<file path="config.mk">
export PLATFORM = sky130hd
export DESIGN_NAME = dfd_ctrl
export DESIGN_NICKNAME = d
export VERILOG_FILES = /design/src/rtl/dfd_pkg.sv /design/src/rtl/dfd_ctrl.sv
export SDC_FILE = /design/constraint.sdc
export NUM_CORES = 1
export LEC_CHECK = 0
export ABC_AREA = 1
export BUFFER_PORTS_ARGS = -buffer_cell sky130_fd_sc_hd__buf_2
export CORE_AREA = 2 2 39 41
export DETAILED_ROUTE_END_ITERATION = 6
export DIE_AREA = 0 0 41 43
export GPL_TIMING_DRIVEN = 0
export PLACE_DENSITY = 0.66
export SLEW_MARGIN = 10
export SYNTH_ARGS = -nofsm -noshare
export SYNTH_HDL_FRONTEND = slang
export SYNTH_SLANG_ARGS = --single-unit
</file>
<file path="constraint.sdc">
create_clock -name clk_i -period 1.14 [get_ports clk_i]
set_input_delay 0.228 -clock clk_i [delete_from_list [all_inputs] [get_ports clk_i]]
set_output_delay 0.228 -clock clk_i [all_outputs]
set_load 0.05 [all_outputs]
</file>
<file path="src/rtl/dfd_pkg.sv">
// Package for the decimated feedback delay: configuration codes, reset values,
// the configuration record, command and status types and the saturation helpers.
// No dependencies; every other file but dfd_ram refers to it by scoped names.
package dfd_pkg;

  localparam int LINE_LENGTH = 1280;

  localparam int SAMPLE_W = 12;
  localparam int WORD_W   = 16;
  localparam int ENTRY_W  = 8;
  localparam int COEF_W   = 8;
  localparam int LEN_W    = 11;
  localparam int CFG_IDX_W  = 3;
  localparam int CFG_DATA_W = 11;

  typedef enum logic [CFG_IDX_W-1:0] {
    CFG_DECIMATION   = 3'd0,
    CFG_FILTER_GAIN  = 3'd1,
    CFG_DELAY_LENGTH = 3'd2,
    CFG_FEEDBACK     = 3'd3,
    CFG_WET_AMOUNT   = 3'd4,
    CFG_RAW_MODE     = 3'd5
  } cfg_idx_e;

  localparam logic [COEF_W-1:0] DECIMATION_RST   = 8'd1;
  localparam logic [COEF_W-1:0] FILTER_GAIN_RST  = 8'd255;
  localparam logic [LEN_W-1:0]  DELAY_LENGTH_RST = 11'd1280;
  localparam logic [COEF_W-1:0] FEEDBACK_RST     = 8'd0;
  localparam logic [COEF_W-1:0] WET_AMOUNT_RST   = 8'd0;

  typedef struct packed {
    logic [COEF_W-1:0] decimation;
    logic [COEF_W-1:0] filter_gain;
    logic [LEN_W-1:0]  delay_length;
    logic [COEF_W-1:0] feedback;
    logic [COEF_W-1:0] wet_amount;
    logic              raw_mode;
  } cfg_t;

  // One bit for the clearing pass and one for each step of the item sequence.
  typedef struct packed {
    logic clr;
    logic accept;
    logic tap;
    logic fb;
    logic upd_in;
    logic upd_out;
    logic wet;
    logic load;
  } cmd_t;

  typedef struct packed {
    logic clr_last;
  } sts_t;

  function automatic logic signed [WORD_W-1:0] sat16(input logic signed [17:0] v);
    if (v > 18'sd32767) begin
      return 16'sh7fff;
    end else if (v < -18'sd32768) begin
      return 16'sh8000;
    end
    return v[WORD_W-1:0];
  endfunction

  function automatic logic signed [SAMPLE_W-1:0] clip12(input logic signed [17:0] v);
    if (v > 18'sd2047) begin
      return 12'sh7ff;
    end else if (v < -18'sd2048) begin
      return 12'sh800;
    end
    return v[SAMPLE_W-1:0];
  endfunction

endpackage

</file>
<file path="src/rtl/dfd_ctrl.sv">
// Sequencer of the decimated feedback delay: clearing pass, item steps and the
// output register handshake. Depends on dfd_pkg for the command and status types.
module dfd_ctrl (
  input  logic          clk_i,
  input  logic          rst_ni,
  input  logic          in_valid_i,
  output logic          in_ready_o,
  output logic          out_valid_o,
  input  logic          out_ready_i,
  input  dfd_pkg::sts_t sts_i,
  output dfd_pkg::cmd_t cmd_o
);

  typedef enum logic [7:0] {
    ST_CLEAR   = 8'b0000_0001,
    ST_IDLE    = 8'b0000_0010,
    ST_TAP     = 8'b0000_0100,
    ST_FB      = 8'b0000_1000,
    ST_UPD_IN  = 8'b0001_0000,
    ST_UPD_OUT = 8'b0010_0000,
    ST_WET     = 8'b0100_0000,
    ST_FIN     = 8'b1000_0000
  } state_e;

  state_e state_q, state_d;
  logic   out_valid_q, out_valid_d;
  logic   accept, load;

  assign in_ready_o  = (state_q == ST_IDLE);
  assign accept      = in_valid_i && in_ready_o;
  assign load        = (state_q == ST_FIN) && (!out_valid_q || out_ready_i);
  assign out_valid_o = out_valid_q;

  always_comb begin
    cmd_o         = '0;
    cmd_o.clr     = (state_q == ST_CLEAR);
    cmd_o.accept  = accept;
    cmd_o.tap     = (state_q == ST_TAP);
    cmd_o.fb      = (state_q == ST_FB);
    cmd_o.upd_in  = (state_q == ST_UPD_IN);
    cmd_o.upd_out = (state_q == ST_UPD_OUT);
    cmd_o.wet     = (state_q == ST_WET);
    cmd_o.load    = load;
  end

  always_comb begin
    state_d = state_q;
    case (state_q)
      ST_CLEAR:   if (sts_i.clr_last) state_d = ST_IDLE;
      ST_IDLE:    if (accept) state_d = ST_TAP;
      ST_TAP:     state_d = ST_FB;
      ST_FB:      state_d = ST_UPD_IN;
      ST_UPD_IN:  state_d = ST_UPD_OUT;
      ST_UPD_OUT: state_d = ST_WET;
      ST_WET:     state_d = ST_FIN;
      ST_FIN:     if (load) state_d = ST_IDLE;
      default:    state_d = ST_CLEAR;
    endcase
  end

  always_comb begin
    out_valid_d = out_valid_q;
    if (load) begin
      out_valid_d = 1'b1;
    end else if (out_ready_i) begin
      out_valid_d = 1'b0;
    end
  end

  always_ff @(posedge clk_i or negedge rst_ni) begin
    if (!rst_ni) begin
      state_q     <= ST_CLEAR;
      out_valid_q <= 1'b0;
    end else begin
      state_q     <= state_d;
      out_valid_q <= out_valid_d;
    end
  end

  // An accepted sample passes the tap, fb, update and wet steps, then the final step.
  a_fixed_latency: assert property (@(posedge clk_i) disable iff (!rst_ni)
    accept |-> ##6 (state_q == ST_FIN))
    else $error("item did not reach the final step on time");

  // The output register is never overwritten while it holds an untaken result.
  a_no_overwrite: assert property (@(posedge clk_i) disable iff (!rst_ni)
    load |-> (!out_valid_q || out_ready_i))
    else $error("output register overwritten");

  // The clearing pass ends only after its last entry has been written.
  a_clear_done: assert property (@(posedge clk_i) disable iff (!rst_ni)
    $fell(state_q == ST_CLEAR) |-> $past(sts_i.clr_last))
    else $error("clearing pass ended early");

endmodule

</file>
==> results by group <==
STA
  • Hold Violations, Final: 0
  • RSZ-0062 raised after global routing: yes
  • Worst clock skew: approximately 9.2 ps
  • Worst-margin pin slew: between 200 and 300 ps
  • Max frequency: just over 0.6 GHz
  • Slew Limit Headroom: about four fifths
  • Fin Setup TNS: -4790 ps
  • Final setup viols: 13
  • Final worst path period share: 142%
  • Pins Over Slew Limit: 0
  • Fin worst setup slack: -476 ps
  • Final min period: around 1600 ps

Setup path
  • Startpoint Class: register
  • CP arrival: 1390 ps
  • FF-to-FF setup slack: -390 ps
  • Kind of critical path: register to output port
  • Critical Path RT: slightly above 900 ps
  • CP Capture Type: output port
  • CP Max Fanout: 3

Finish
  • Most frequent cells in the layout: nor2_1 (14), nand2_1 (14), inv_2 (11), buf_4 (11)
  • Area Growth Syn to Fin: 79.4%
  • Post-route cell area: 992 sq um
  • Number of diodes: 0
  • Final net count: approximately 120
  • Share of layout cells above drive strength 1: between 50% and 60%

Floorplan
  • Core area: between 1000 and 1500 sq um
  • Die area: 1760 sq um
  • Initial Util: 40.0%
  • Die Wd: 41 um
  • Boundary Pins: 15
  • Row cnt: 14
  • Die extent in y: 43 um

Place
  • HPWL Detailed: 887 um
  • GPL Wtd Cong: 0.706
  • PortBufs: 14
  • Placed Instance Area: between 600 and 700 sq um

Outcome
  • Failing checks: negative setup slack
  • Status: finished with violations

Logic synthesis
  • Mapped cell area: around 550 sq um
  • Syn_nets: just under 90
  • Synthesis Warnings: 0
  • Yosys cell types: 16
  • FF+latch count, synth: 9
  • Mapped Cells: 84
  • Mapped Avg Cell Area: ~6.6 sq um
  • Seq/Total Area, Yosys: about two fifths

Global routing
  • Vias in the first global route: 615
  • Largest net degree at the start of global routing: 10
  • Grt total ovfl: 0
  • First-pass GRT wire length: between 2000 and 2500 um
  • Total GRT Usage: approximately a fifth
  • Initial antenna violation count: 0

Drt
  • Remaining antenna violation count: 0
  • Via count: between 500 and 600
  • Initial DRC Count: 5
  • Via-to-Cell Ratio: 4.49
  • DRC viols: 0
  • Final WL: 1440 um
  • Routed len/inst: 10.9 um
  • 1st-pass router iterations: 3

CTS
  • CTS sink count: 9
  • Number of CTS-inserted buffers: 3
  • Root buf cell: clkbuf_4
  • Worst-path clk slew: 70 ps
  • Clock buffer depth: 2
  • Worst skew pair latency: ~260 ps
  • CTS H-tree depth: 1
  • CTS tree: built

Run
  • Max-cap viol count: 0

Pwr
  • Lkg Pwr: approximately 0.00056 uW
  • VDD IR max: about 1.3 mV
  • PD cells: about 1600 nW/um^2

Worst hold path
  • Worst hold path class: input port to register
==> critical path: stages (launching register included) <==
cell and delay, ps:
dfrtp_1 410, inv_2 90, nand2_4 60, nor2_4 170, buf_12 140, nand2_2 60, inv_2 60, buf_8 130
==> state kept, by name, summed over array words and instances (netlist names) <==
name	count
state_q	8
out_valid_o	1
==> per-layer routing <==
| metal | vias up | part of all wire (%) | GRT usage, % |
|---|---|---|---|
| met2 | 10 | 56 | 33.8 |
| met5 | - | 0 | 0 |
| met4 | 0 | 2.4 | 14.0 |
| li1 | 301 | - | - |
| met1 | 278 | 39 | 24.1 |
| met3 | 4 | 2.3 | 2.09 |
==> area by class of cell <==
type	instances	area (sq um)
fillers	98	392
multi-input cells	51	318
repair buffers	31	310
flip-flops and latches	9	228
inverters	21	90.1
clock buffers	4	26.3
well taps	16	20.0
==> kinds of logic (layout without fill, tap and decap cells) <==
group                  after synthesis  after routing  share of synthesized area (%)
and+or+nand+nor                     49             49                           38.9
buffers and inverters               24             56                           18.3
DFF                                  9              9                           41.0
AOI/OAI and AO/OA                    2              2                           1.81
==> synth_stat cells, drive strengths merged <==
master	instances	share of area (%)
nand2	26	20
inv	21	14
nor2	20	15
dfrtp	8	36
buf	3	4.1
a21oi	1	0.90
dfstp	1	4.8
nand3	1	0.90
nand4	1	1.1
o21ai	1	0.90
or2	1	1.1
==> stage by stage <==
| step | total power (uW) | hold slack, ps | cells | setup slack [ps] | utilization, % |
|---|---|---|---|---|---|
| 2_1_floorplan | 946 | -67.6 | 84 | -176 | - |
| 3_3_place_gp | 1040 | 89.7 | 114 | -346 | 49.4 |
| 3_5_place_dp | 1050 | 90.9 | 114 | -391 | 49.4 |
| 4_1_cts | 1500 | 166 | 131 | -448 | 68.2 |
| 5_1_grt | 1730 | 138 | 132 | -537 | 71.7 |
| 6_report | 1620 | 144 | 132 | -476 | 71.7 |
==> report_power, final <==
part	switching [uW]	internal (uW)
logic	560	389
registers	41.2	379
clock network	118	135
total	719	903
==> path summary, 6_finish.rpt <==
kind / cells past startpoint / to / start
worst max-delay path: 7 / cmd_o[4] / state_q[7]$_DFFE_PN0P_
worst min-delay path: 2 / out_valid_o$_DFFE_PN0P_ / out_ready_i
worst max register to register: 11 / state_q[0]$_DFFE_PN1P_ / state_q[2]$_DFFE_PN0P_
worst min register to register: 2 / out_valid_o$_DFFE_PN0P_ / out_valid_o$_DFFE_PN0P_
max in group asynchronous: 2 / state_q[0]$_DFFE_PN1P_ / rst_ni
min in group asynchronous: 2 / state_q[5]$_DFFE_PN0P_ / rst_ni
==> what timing repair did <==
item                                    CTS  global route
endpoints found under the hold margin     8             0
pin swaps                                12            11
setup buffers                            16             5
endpoints found under the setup margin   11            15
gates resized for setup                  45            10
hold buffers                              1             0
Note: power is estimated with default switching activity, not from simulation.
